<file path="config.mk">
export PLATFORM = sky130hd
export DESIGN_NAME = api_frame_receiver_flat
export DESIGN_NICKNAME = d
export VERILOG_FILES = /design/src/hdl/afr_pkg.sv /design/src/hdl/afr_if.sv /design/src/hdl/afr_parser.sv /design/src/hdl/api_frame_receiver.sv /design/src/flat_wrapper.sv
export SDC_FILE = /design/constraint.sdc
export NUM_CORES = 1
export LEC_CHECK = 0
export ABC_AREA = 0
export BUFFER_PORTS_ARGS = -buffer_cell sky130_fd_sc_hd__buf_2
export CORE_UTILIZATION = 64
export DETAILED_ROUTE_END_ITERATION = 8
export MAX_ROUTING_LAYER = met4
export PLACE_DENSITY = 0.94
export SYNTH_ARGS = -nofsm -noshare
export SYNTH_HDL_FRONTEND = slang
export SYNTH_HIERARCHICAL = 1
export SYNTH_SLANG_ARGS = --single-unit
export TNS_END_PERCENT = 5
</file>
<file path="constraint.sdc">
create_clock -name i_clk -period 10.6 [get_ports i_clk]
set_input_delay 0 -clock i_clk [delete_from_list [all_inputs] [get_ports i_clk]]
set_output_delay 0 -clock i_clk [all_outputs]
set_load 0.005 [all_outputs]
</file>
<file path="src/hdl/afr_pkg.sv">
// ----------------------------------------------------------------------------
// afr_pkg
// Types and constants shared by the frame receiver modules.
// ----------------------------------------------------------------------------
`default_nettype none

package afr_pkg;

    localparam logic [7:0]  DELIMITER      = 8'h7E;
    localparam logic [7:0]  CHECK_TARGET   = 8'hFF;
    localparam logic [16:0] COMMAND_POS    = 17'd15;
    localparam logic [16:0] DATA_START_POS = 17'd16;
    localparam logic [15:0] MIN_LENGTH     = 16'd13;
    localparam logic [16:0] HEADER_BYTES   = 17'd3;
    localparam logic [15:0] MAX_LEN_RESET  = 16'd256;

    typedef enum logic [1:0] {
        PH_HUNT,
        PH_LEN_HI,
        PH_LEN_LO,
        PH_BODY
    } t_phase;

    typedef enum logic [2:0] {
        K_COMMAND = 3'd0,
        K_DATA    = 3'd1,
        K_GOOD    = 3'd2,
        K_BAD_SUM = 3'd3,
        K_SHORT   = 3'd4,
        K_REJECT  = 3'd5
    } t_kind;

    typedef struct packed {
        logic        hit;
        t_kind       kind;
        logic [7:0]  byte_value;
        logic [15:0] data_index;
        logic        frame_end;
    } t_result;

endpackage

`default_nettype wire

</file>
<file path="src/hdl/afr_if.sv">
// ----------------------------------------------------------------------------
// afr_byte_if / afr_result_if
// Valid/ready channels for received bytes and parsed result words.
// ----------------------------------------------------------------------------
`default_nettype none

interface afr_byte_if;
    logic       valid;
    logic       ready;
    logic [7:0] rx_byte;

    modport source (output valid, output rx_byte, input ready);
    modport sink (input valid, input rx_byte, output ready);
endinterface

interface afr_result_if;
    logic        valid;
    logic        ready;
    logic [2:0]  kind;
    logic [7:0]  byte_value;
    logic [15:0] data_index;
    logic        frame_end;

    modport source (output valid, output kind, output byte_value, output data_index,
                    output frame_end, input ready);
    modport sink (input valid, input kind, input byte_value, input data_index,
                  input frame_end, output ready);
endinterface

`default_nettype wire

</file>
<file path="src/hdl/afr_parser.sv">
// ----------------------------------------------------------------------------
// afr_parser
// Frame state machine: delimiter hunt, length, running sum, command/data and
// checksum verdict. Advances by one byte when i_step is high.
// ----------------------------------------------------------------------------
`default_nettype none

module afr_parser (
    input  wire logic            i_clk,
    input  wire logic            i_rst_n,
    input  wire logic            i_step,
    input  wire logic [7:0]      i_byte,
    input  wire logic [15:0]     i_max_len,
    output afr_pkg::t_result     o_res
);
    import afr_pkg::*;

    t_phase      r_phase, n_phase;
    logic [16:0] r_pos, n_pos;
    logic [15:0] r_len, n_len;
    logic [7:0]  r_sum, n_sum;

    logic [15:0] len_full;
    logic        len_bad;
    logic [16:0] end_pos;
    logic        at_check;
    logic [7:0]  sum_next;
    logic [16:0] data_off;

    assign len_full = {r_len[15:8], i_byte};
    assign len_bad  = (len_full == 16'd0) || (len_full > i_max_len);
    assign end_pos  = HEADER_BYTES + {1'b0, r_len};
    assign at_check = (r_pos >= end_pos);
    assign sum_next = r_sum + i_byte;
    assign data_off = r_pos - DATA_START_POS;

    // next state
    always_comb begin
        n_phase = r_phase;
        n_pos   = r_pos;
        n_len   = r_len;
        n_sum   = r_sum;
        unique case (r_phase)
            PH_HUNT: begin
                if (i_byte == DELIMITER) begin
                    n_phase = PH_LEN_HI;
                    n_pos   = 17'd1;
                end
            end
            PH_LEN_HI: begin
                n_len   = {i_byte, 8'h00};
                n_phase = PH_LEN_LO;
                n_pos   = 17'd2;
            end
            PH_LEN_LO: begin
                n_len = len_full;
                if (len_bad) begin
                    n_phase = PH_HUNT;
                    n_pos   = 17'd0;
                end else begin
                    n_phase = PH_BODY;
                    n_pos   = HEADER_BYTES;
                    n_sum   = 8'd0;
                end
            end
            PH_BODY: begin
                if (at_check) begin
                    n_phase = PH_HUNT;
                    n_pos   = 17'd0;
                end else begin
                    n_sum = sum_next;
                    n_pos = r_pos + 17'd1;
                end
            end
        endcase
    end

    // result
    always_comb begin
        o_res = '{hit: 1'b0, kind: K_COMMAND, byte_value: 8'd0, data_index: 16'd0,
                  frame_end: 1'b0};
        unique case (r_phase) inside
            PH_HUNT, PH_LEN_HI: begin
                o_res.hit = 1'b0;
            end
            PH_LEN_LO: begin
                if (len_bad) begin
                    o_res.hit       = 1'b1;
                    o_res.kind      = K_REJECT;
                    o_res.frame_end = 1'b1;
                end
            end
            PH_BODY: begin
                if (at_check) begin
                    o_res.hit       = 1'b1;
                    o_res.frame_end = 1'b1;
                    if (r_len < MIN_LENGTH) begin
                        o_res.kind = K_SHORT;
                    end else if (sum_next == CHECK_TARGET) begin
                        o_res.kind = K_GOOD;
                    end else begin
                        o_res.kind = K_BAD_SUM;
                    end
                end else if (r_pos == COMMAND_POS) begin
                    o_res.hit        = 1'b1;
                    o_res.kind       = K_COMMAND;
                    o_res.byte_value = i_byte;
                end else if (r_pos >= DATA_START_POS) begin
                    o_res.hit        = 1'b1;
                    o_res.kind       = K_DATA;
                    o_res.byte_value = i_byte;
                    o_res.data_index = data_off[15:0];
                end
            end
        endcase
    end

    always_ff @(posedge i_clk) begin
        if (!i_rst_n) begin
            r_phase <= PH_HUNT;
            r_pos   <= 17'd0;
            r_len   <= 16'd0;
            r_sum   <= 8'd0;
        end else if (i_step) begin
            r_phase <= n_phase;
            r_pos   <= n_pos;
            r_len   <= n_len;
            r_sum   <= n_sum;
        end
    end

endmodule

`default_nettype wire

</file>
<file path="src/hdl/api_frame_receiver.sv">
// ----------------------------------------------------------------------------
// api_frame_receiver
// Delimited, length-prefixed, checksummed frame receiver.
//
// i_rx carries received link bytes, one per word. o_res carries one result
// word per command byte, data byte and frame verdict (good, bad checksum, too
// short, length rejected); header bytes and leading frame bytes give none.
// i_cfg_we / i_cfg_data write max_frame_length (256 after reset); write it
// only while no byte is in flight.
//
// A byte is captured in an input register, parsed in one pass when it advances
// out of it, and its result is held in the output register that drives o_res.
// One byte is accepted every cycle while o_res is taken; the output register
// lets the next byte be captured while a result waits. If o_res stalls, at
// most one more byte is held in the input register before i_rx.ready falls;
// nothing is dropped.
//
// Synchronous active-low reset empties both registers and returns the parser
// to hunting for the delimiter.
// ----------------------------------------------------------------------------
`default_nettype none

module api_frame_receiver (
    input  wire logic        i_clk,
    input  wire logic        i_rst_n,
    afr_byte_if.sink         i_rx,
    afr_result_if.source     o_res,
    input  wire logic        i_cfg_we,
    input  wire logic [15:0] i_cfg_data
);
    import afr_pkg::*;

    logic        r_in_valid;
    logic [7:0]  r_in_byte;
    logic        r_out_valid;
    t_result     r_out;
    logic [15:0] r_max_len;
    logic        advance;
    t_result     step_res;

    assign advance    = r_in_valid && (!r_out_valid || o_res.ready);
    assign i_rx.ready = !r_in_valid || advance;

    afr_parser u_parser (
        .i_clk     (i_clk),
        .i_rst_n   (i_rst_n),
        .i_step    (advance),
        .i_byte    (r_in_byte),
        .i_max_len (r_max_len),
        .o_res     (step_res)
    );

    always_ff @(posedge i_clk) begin
        if (!i_rst_n) begin
            r_max_len <= MAX_LEN_RESET;
        end else if (i_cfg_we) begin
            r_max_len <= i_cfg_data;
        end
    end

    always_ff @(posedge i_clk) begin
        if (!i_rst_n) begin
            r_in_valid <= 1'b0;
        end else if (i_rx.ready) begin
            r_in_valid <= i_rx.valid;
        end
    end

    always_ff @(posedge i_clk) begin
        if (i_rx.ready && i_rx.valid) begin
            r_in_byte <= i_rx.rx_byte;
        end
    end

    always_ff @(posedge i_clk) begin
        if (!i_rst_n) begin
            r_out_valid <= 1'b0;
        end else if (advance) begin
            r_out_valid <= step_res.hit;
        end else if (o_res.ready) begin
            r_out_valid <= 1'b0;
        end
    end

    always_ff @(posedge i_clk) begin
        if (advance && step_res.hit) begin
            r_out <= step_res;
        end
    end

    assign o_res.valid      = r_out_valid;
    assign o_res.kind       = r_out.kind;
    assign o_res.byte_value = r_out.byte_value;
    assign o_res.data_index = r_out.data_index;
    assign o_res.frame_end  = r_out.frame_end;

endmodule

`default_nettype wire
</file>
<file path="src/flat_wrapper.sv">
// flat-port wrapper written by rule: the top's interface ports become plain ports
module api_frame_receiver_flat import afr_pkg::*;
  (i_clk, i_rst_n, i_cfg_we, i_cfg_data, i_rx_valid, i_rx_rx_byte, i_rx_ready, o_res_valid, o_res_kind, o_res_byte_value, o_res_data_index, o_res_frame_end, o_res_ready);
  afr_byte_if i_rx_i ();
  afr_result_if o_res_i ();
  input  wire logic i_clk;
  input  wire logic i_rst_n;
  input  wire logic i_cfg_we;
  input  wire logic [15:0] i_cfg_data;
  input wire logic [$bits(i_rx_i.valid)-1:0] i_rx_valid;
  input wire logic [$bits(i_rx_i.rx_byte)-1:0] i_rx_rx_byte;
  output wire logic [$bits(i_rx_i.ready)-1:0] i_rx_ready;
  output wire logic [$bits(o_res_i.valid)-1:0] o_res_valid;
  output wire logic [$bits(o_res_i.kind)-1:0] o_res_kind;
  output wire logic [$bits(o_res_i.byte_value)-1:0] o_res_byte_value;
  output wire logic [$bits(o_res_i.data_index)-1:0] o_res_data_index;
  output wire logic [$bits(o_res_i.frame_end)-1:0] o_res_frame_end;
  input wire logic [$bits(o_res_i.ready)-1:0] o_res_ready;
  assign i_rx_i.valid = i_rx_valid;
  assign i_rx_i.rx_byte = i_rx_rx_byte;
  assign i_rx_ready = i_rx_i.ready;
  assign o_res_valid = o_res_i.valid;
  assign o_res_kind = o_res_i.kind;
  assign o_res_byte_value = o_res_i.byte_value;
  assign o_res_data_index = o_res_i.data_index;
  assign o_res_frame_end = o_res_i.frame_end;
  assign o_res_i.ready = o_res_ready;
  api_frame_receiver u_core (.i_clk(i_clk), .i_rst_n(i_rst_n), .i_rx(i_rx_i), .o_res(o_res_i), .i_cfg_we(i_cfg_we), .i_cfg_data(i_cfg_data));
endmodule
</file>
After elaboration in Yosys (flattened, before gate mapping) --
Index checks and enable logic that the tools add are counted.
Operators by class: muxes and demuxes 25, div/mod/pow operators 0, reduce and logical (&&, ||, !) cells 21, $mul 0, $add $sub $neg 4, shifts and indexed selects 0, bitwise logic cells 3, eq/ne operators 10, order comparisons 4
Operators with widths (number):
- 17-bit case mux with 4 select lines | 1
- 17-bit two-way mux | 2
- 16-bit case mux with 2 select lines | 1
- 28-bit two-way mux | 1
- 17-bit by 1-bit adder with 17-bit output (second input constant) | 1
- 2-bit by 16-bit adder with 17-bit output (first input constant) | 1
- 17-bit by 4-bit equality test with 1-bit output (second input constant) | 1
- 17-bit >= comparator | 1
- 17-bit by 5-bit >= comparator with 1-bit output (second input constant) | 1
- 16-bit greater-than comparator | 1
- 16-bit zero test | 1
- 16-bit by 4-bit < comparator with 1-bit output (second input constant) | 1
- 8-bit two-way mux | 2
- 8-bit case mux with 2 select lines | 1
- 16-bit by 5-bit subtractor with 16-bit output (second input constant) | 1
- 12-bit two-way mux | 1
- 8-bit adder | 1
- 8-bit by 7-bit equality test with 1-bit output (second input constant) | 1
- 8-bit equality test (second input constant) | 1
- 2-bit two-way mux | 4
- 4-bit two-way mux | 2
- 2-bit inequality test (second input constant) | 4
- 2-bit case mux with 4 select lines | 1
- 3-bit case mux with 2 select lines | 1
- 17 further kinds | 34
Word-level totals: flip-flop bits (word level) 97, memories kept 0, RAM bits 0, bits of input ports 29, logic and storage cells 80, output and inout bits 30, ROM bits 0, latch bits 0

Depth between registers and ports, before layout --
Gate-level depths: netlist of the first run.
depth after elaboration 7, mapped depth 17, depth with buffers taken out 15

Modules after synthesis --
The synthesis of the first run kept the hierarchy.
By module, submodules not included:
- afr_parser | times used 1, seq. area each 860.8 sq um, area an instance 3789.9 sq um, cells each 475
- api_frame_receiver | times used 1, seq. area each 1441.4 sq um, area an instance 1793.0 sq um, cells each 100

Worst setup path after synthesis of the first run --
Ideal clock, no wire load.
kind flip-flop to flip-flop, from reg u_core.u_parser.r_len[0], to reg u_core.r_out, in the netlist u_core/o_res.byte_value[0], enable pin, clock period less this slack 4.498 ns, buffers on the path 0, data required time 10.187 ns, path slack 6.102 ns, library setup time 0.413 ns, stages on the path, launching flop included 15, arrival 4.085 ns, path through dfxtp_1 inv_1 ha_1 nor2_1 nand3_1 nor3_1 xnor2_1 ha_1 nand4_1 or4_1 a31oi_1 o31ai_1 o211ai_1 nand2_1 nor2_1
RTL lines:
- start: declaration | line afr_parser.sv:20 | logic [15:0] r_len, n_len;
- start signal: assignment | line afr_parser.sv:127 | r_len <= n_len;
- end signal: assignment | line api_frame_receiver.sv:87 | r_out <= step_res;
- end: declaration | line api_frame_receiver.sv:36 | t_result r_out;

==> results_dict.tcl, run 1 <==
set metrics [dict create \
    die_h_um 95.4 \
    timing.fmax_ghz 0.220 \
    placedInstanceArea_um2 5890 \
    placed_cells 719 \
    setup_viol 0 \
    dieArea_um2 9100 \
    multi_input_area_um2 3040 \
    die_w_um 95.4 \
    grt-ovfl-total 0 \
    rsz0062_at_grt "false" \
    cts_inserted_buffers 9 \
    p_per_area_nw_per_um2 108 \
    port_buffers 58 \
    status "finished clean" \
    swShare 0.245 \
    layout.nets 732 \
    slew_viol_final 0 \
    avgSynthCellArea_um2 9.71 \
    synthArstFlopShare 0 \
    synth.area.mux_share 0.0412 \
    vias 4723 \
    crit_path_top_delay_cell "or3_1" \
    grt_max_degree 52 \
    synth_flop_cell "dfxtp_1" \
    p_comb_frac 0.069 \
    yosysWarningCount 6 \
    critPathMaxStageDelay_ns 0.74 \
    dp_slack_ns 6.15 \
    h-tree-depth 3 \
    drv_cap 0 \
    drive_gt1_frac 0.140 \
    synthToLayoutAreaGrowth_pct 13.9 \
    synth-adder-area-share 0.116 \
    finalHoldViolCount 0 \
    yosysSeqAreaShare 0.412 \
    worst-path-max-fanout 17 \
    insertion_delay_ns 0.37 \
    grt_pass1_wl_um 21700 \
    start_kind "register" \
    synth-xor-area-share 0.0643 \
    setup_tns_ns 0 \
    worstPathArrival_ns 4.59 \
    start_util 0.669 \
    clockPowerShare 0.352 \
    synth_top_family_by_area "simple AND/OR/NAND/NOR gates" \
    cts.path.max_buffers 2 \
    wl_um 13500 \
    grt_pass1_vias 4743 \
    layoutNonFillerInstCount 762 \
    avgViaCountPerCell 6.20 \
    ant_nets 0 \
    stdcell_area_um2 6360 \
    period_share 0.428 \
    setup_slack_ns 6.06 \
    n_antenna_cell 0 \
    synth_cell_types 58 \
    tightest_slew_ns 1.33 \
    fin_hold_ws_ns 0.173 \
    cts_tree "yes" \
    coreArea_um2 8340 \
    syn_area_um2 5580 \
    power_frac_seq 0.579 \
    synth_area_leaders "dfxtp_1, edfxtp_1, ha_1" \
    grt_usage 0.323 \
    layout_min_cycle_time_ns 4.54 \
    drtIter0Drc 298 \
    netlist_instances 575 \
    clk_pin_slew_ns 0.10 \
    worst_setup_path_end_kind "register" \
    antenna_found_initial 0 \
    drtPass1Iterations 7 \
    wire_per_inst_um 17.7 \
    peakVddDrop_v 0.0000856 \
    maxSlewHeadroom 0.105 \
    gp_congestion 0.931 \
    worst_clock_skew_ns 0.0106 \
    p_leak_uw 0.00251 \
    pin_count 59 \
    netlist.top_cell.by_area "dfxtp_1" \
    power_switching_uw 168 \
    synthSimpleGateAreaFrac 0.207 \
    root_buffer "clkbuf_8" \
    intPower_uw 517 \
    crit_chain "inv_1 -> ha_1 -> nor2_1 -> nand3_1 -> nor3_1 -> xnor2_1 -> ha_1 -> nand4_1 -> or4_1 -> a31oi_1 -> or3_1 -> or3_1 -> o311ai_0" \
    synth-seq-cells 97 \
    rows 33 \
    route.detailed.drc 0 \
    area.sequential_um2 2300 \
    netlist.area_leader.share 0.219 \
    clock_sinks 97 \
    timing_worst_setup_path_type "register to register" \
    worstPathRequired_ns 10.65 \
    nFillCells 545 \
    detailedPlacementHpwl_um 9230 \
    min_path_type "primary input to register" \
    syn-num-nets 655 \
    synth_compound_area_frac 0.117 \
    synth_edf_count 36 \
]
## flip-flops by register name, summed over array words and instances, names as in the netlist
| register | count |
|---|---|
| u_core/u_parser/r_len | 16 |
| u_core/o_res.data_index | 16 |
| u_core/u_parser/r_phase | 2 |
| u_core/u_parser/r_sum | 8 |
| u_core/u_parser/r_pos | 17 |
| u_core/o_res.kind | 3 |
| u_core/o_res.frame_end | 1 |
| u_core/o_res.valid | 1 |
| u_core/r_in_byte | 8 |
| u_core/r_max_len | 16 |
| u_core/o_res.byte_value | 8 |
| u_core/r_in_valid | 1 |
## cells in the mapped netlist, types with 2 or more instances
| cell | number |
|---|---|
| o311a_1 | 2 |
| o21a_1 | 3 |
| or4_1 | 3 |
| buf_2 | 3 |
| o41ai_1 | 2 |
| a21o_1 | 4 |
| or2_2 | 2 |
| ha_1 | 50 |
| nor2_2 | 6 |
| nor2_1 | 46 |
| a32o_1 | 8 |
| or3_1 | 3 |
| nand2_1 | 48 |
| xnor2_1 | 25 |
| mux2i_1 | 23 |
| o211ai_1 | 5 |
| inv_1 | 31 |
| o31ai_1 | 4 |
| xor2_1 | 16 |
| nand2b_1 | 2 |
| nor3_1 | 15 |
| a31oi_1 | 2 |
| o2111ai_1 | 3 |
| a211o_1 | 2 |
| and2_1 | 11 |
| nand3_1 | 19 |
| a211oi_1 | 4 |
| edfxtp_1 | 36 |
| nand4_1 | 13 |
| nor4_1 | 7 |
| and4_1 | 2 |
| dfxtp_1 | 61 |
| o21ai_1 | 2 |
| a21boi_0 | 11 |
| nor2b_1 | 28 |
| buf_6 | 2 |
| and3_1 | 8 |
| o21ai_0 | 9 |
| a21oi_1 | 21 |
| clkbuf_1 | 12 |
| nor2_4 | 4 |
## metal layers
metal  global-route usage  vias up  wire, µm
met5                    -        -         0
met4                0.154        0       383
met3               0.0367       38       807
met2                0.574      211      7020
met1                0.360     2265      5270
li1                     -     2209         -
## final cells by class
| cell class | instances | share of cell area |
|---|---|---|
| timing repair buffer | 86 | 0.0894 |
| clock inverter | 5 | 0.00669 |
| inverter | 31 | 0.0183 |
| tap | 105 | 0.0207 |
| multi-input combinational | 427 | 0.479 |
| sequential | 97 | 0.362 |
| clock buffer | 11 | 0.0240 |
## path summary, 6_finish.rpt
path / from / end / slack, ns / depth (start not counted)
min: i_cfg_we / u_core/r_max_len[8]$_SDFFE_PN1P_ / 0.17 / 3
max: u_core/u_parser/r_len[0]$_SDFFE_PN0P_ / u_core/o_res.kind[0]$_DFFE_PP_ / 6.06 / 13
max reg2reg: u_core/u_parser/r_len[0]$_SDFFE_PN0P_ / u_core/o_res.kind[0]$_DFFE_PP_ / 6.06 / 13
min reg2reg: u_core/r_max_len[8]$_SDFFE_PN1P_ / u_core/r_max_len[8]$_SDFFE_PN1P_ / 0.52 / 2
## critical path: cells and delay by family, from the launching register on
kind	cells	cell delay (ns)
flops	1	0.40
xor+xnor	1	0.12
compound gates	2	0.64
simple gates	7	2.43
buf+inv	1	0.09
fa+ha+maj	2	0.54
## cells in the final DEF (no fill, tap or decap), types with 3 or more instances in the layout
master / Yosys / routed
inv_1: 31 / 31
nand3_1: 19 / 19
nor2_2: 6 / 7
o21ai_0: 9 / 9
nor2_4: 4 / 4
and2_1: 11 / 11
edfxtp_1: 36 / 36
o31ai_1: 4 / 4
nor2b_1: 28 / 28
and3_1: 8 / 8
or3_1: 3 / 3
ha_1: 50 / 50
nand4_1: 13 / 13
a32o_1: 8 / 8
or4_1: 3 / 3
a21oi_1: 21 / 21
o21a_1: 3 / 3
o211ai_1: 5 / 5
nor3_1: 15 / 15
clkbuf_8: 0 / 9
buf_2: 3 / 58
mux2i_1: 23 / 23
nor4_1: 7 / 7
a211oi_1: 4 / 4
xor2_1: 16 / 16
dlygate4sd3_1: 0 / 27
nor2_1: 46 / 45
nand2_1: 48 / 48
a21boi_0: 11 / 11
xnor2_1: 25 / 25
o2111ai_1: 3 / 3
a21o_1: 4 / 4
dfxtp_1: 61 / 61
## power by group through the flow
stage | Clock [µW] | Combinational (µW) | Sequential, µW
3_3_place_gp | 0 | 33.8 | 404
5_1_grt | 256 | 50.6 | 397
4_1_cts | 241 | 44.8 | 396
3_5_place_dp | 0 | 36.8 | 404
2_1_floorplan | 0 | 26.3 | 402
6_report | 241 | 47.1 | 396
## metrics by stage
step	utilization	power, µW
after CTS	0.762	682
final	0.762	684
after floorplan	-	428
after global placement	0.706	438
after global routing	0.762	704
after detailed placement	0.706	441
## repair_timing
action,CTS,global route
gates resized for setup,0,0
endpoints found under the hold margin,26,0
hold buffers,27,0
buffers inserted,0,0
## logic make-up (layout without fill, tap and decap cells)
kind of cell / count (synthesis) / after routing
AO/OA/AOI/OAI: 90 / 90
AND/OR/NAND/NOR: 222 / 222
multiplexers: 23 / 23
XOR/XNOR: 41 / 41
buffers and inverters: 51 / 133
flip-flops: 97 / 97
adder cells (fa/ha/maj): 51 / 51
(Power assumes the default switching activity.)
==> inputs of run 2 (changes only) <==
Settings changed: CORE_UTILIZATION 64 to 59, PLACE_DENSITY 0.94 to 0.88.
Clock period 10.6 ns to 4.43 ns, I/O delays scaled along.
==> results_dict.tcl, run 2 (synthesis gave the netlist of run 1 again) <==
set metrics [dict create \
    worstPathArrival_ns 4.12 \
    final_common_cell "dfxtp_1" \
    setup_tns_ns 0 \
    drive_gt1_frac 0.144 \
    stdcell_area_um2 6400 \
    worst_setup_path_end_kind "register" \
    n_antenna_cell 0 \
    grt_pass1_vias 4742 \
    vias 4684 \
    synthToLayoutAreaGrowth_pct 14.6 \
    area.sequential_um2 2300 \
    detailedPlacementHpwl_um 9200 \
    start_util 0.607 \
    maxSlewHeadroom 0.216 \
    status "finished clean" \
    drtIter0Drc 343 \
    crit_chain "inv_1 -> ha_1 -> nor2_1 -> nand3_1 -> nor2_1 -> nand2_1 -> xor2_1 -> ha_1 -> nand4_1 -> or4_1 -> a31oi_1 -> o31ai_1 -> o211ai_1 -> nand2_1 -> nor2_2 -> buf_4" \
    critPathMaxStageDelay_ns 0.49 \
    crit_path_top_delay_cell "or4_1" \
    port_buffers 58 \
    root_buffer "clkbuf_8" \
    grt_pass1_wl_um 21900 \
    antenna_found_initial 0 \
    layout.nets 733 \
    grt-ovfl-total 0 \
    multi_input_area_um2 3050 \
    rows 35 \
    setup_viol 0 \
    tightest_slew_ns 1.17 \
    largest-register "u_core/u_parser/r_pos" \
    rsz0062_at_grt "false" \
    timing_worst_setup_path_type "register to register" \
    die_h_um 99.3 \
    timing.fmax_ghz 0.244 \
    gp_congestion 0.921 \
    p_per_area_nw_per_um2 265 \
    critical-path-top-delay-family "simple AND/OR/NAND/NOR gates" \
    crit_buf_inv 2 \
    worst-path-max-fanout 28 \
    nFillCells 676 \
    worstPathRequired_ns 4.46 \
    start_kind "register" \
    wire_per_inst_um 17.2 \
    slew_viol_final 0 \
    route.detailed.drc 0 \
    final_cell_mix "dfxtp_1, buf_2, ha_1, nand2_1, nor2_1" \
    finalHoldViolCount 0 \
    peakVddDrop_v 0.000206 \
    layout_min_cycle_time_ns 4.09 \
    coreArea_um2 9200 \
    period_share 0.923 \
    cts.path.max_buffers 2 \
    avgViaCountPerCell 6.09 \
    grt_max_degree 52 \
    ant_nets 0 \
    clock_sinks 97 \
    drtPass1Iterations 5 \
    placedInstanceArea_um2 5920 \
    cts_inserted_buffers 9 \
    p_leak_uw 0.00252 \
    die_w_um 99.3 \
    clk_pin_slew_ns 0.09 \
    min_path_type "primary input to register" \
    grt_usage 0.290 \
    worst_clock_skew_ns 0.0128 \
    pin_count 59 \
    dieArea_um2 9860 \
    largest_reg_flops 17 \
    drv_cap 0 \
    cts_tree "yes" \
    h-tree-depth 3 \
    post_cts_buffers 0 \
    insertion_delay_ns 0.37 \
    wl_um 13300 \
]
-- run 2: cell types whose count changed in the layout (fill, tap and decap cells not counted), sizes merged --
| cell | delta |
|---|---|
| buf | +3 |
| bufinv | +2 |
| clkbuf | -1 |
| clkinv | +2 |
| dlygate4sd3 | -2 |
| inv | -3 |
-- run 2: worst min-delay path: cells and delay by family --
kind | cells | cell delay [ns]
simple gates | 1 | 0.19
compound gates | 1 | 0.13
buf+inv | 1 | 0.10
-- run 2: cell type report --
class	instances	share of cell area
clock buffer	10	0.0200
clock inverter	6	0.0143
inverter	31	0.0182
multi-input combinational	427	0.477
sequential	97	0.360
tap	111	0.0217
timing repair buffer	87	0.0892
-- run 2: timing repair --
action | 4_1_cts | 5_1_grt
resized for setup | 0 | 1
endpoints found under the hold margin | 25 | 0
hold buffers | 25 | 0
endpoints found under the setup margin | 0 | 29
-- run 2: path summary, 6_finish.rpt --
path | start | end | slack, ns | cells past startpoint
max | u_core/u_parser/r_len[0]$_SDFFE_PN0P_ | u_core/o_res.data_index[13]$_DFFE_PP_ | 0.34 | 16
min | o_res_ready | u_core/r_in_valid$_SDFFE_PN0P_ | 0.11 | 3
max reg2reg | u_core/u_parser/r_len[0]$_SDFFE_PN0P_ | u_core/o_res.data_index[13]$_DFFE_PP_ | 0.34 | 16
min reg2reg | u_core/r_max_len[8]$_SDFFE_PN1P_ | u_core/r_max_len[8]$_SDFFE_PN1P_ | 0.50 | 2
-- run 2: where the power goes --
group          total, µW  internal (µW)  switching (µW)
Combinational        109           55.7            53.1
Sequential           949            932            17.4
Clock                638            321             316
-- run 2: per-layer routing --
layer	up-vias	share of wire	GRT usage
met5	-	0	-
met4	0	0.031	0.140
met3	44	0.074	0.0492
met2	237	0.50	0.486
met1	2200	0.39	0.339
li1	2203	-	-
-- run 2: per-stage QoR --
step / cells / hold WS, ns / power, µW / setup slack, ns / util
floorplan: 575 / 0.0989 / 1020 / 0.390 / -
global placement: 728 / 0.177 / 1050 / 0.587 / 0.644
detailed placement: 728 / 0.178 / 1060 / 0.406 / 0.644
CTS: 769 / 0.0629 / 1690 / 0.331 / 0.695
global route: 769 / 0.0934 / 1760 / 0.0191 / 0.696
finish: 769 / 0.107 / 1700 / 0.340 / 0.696
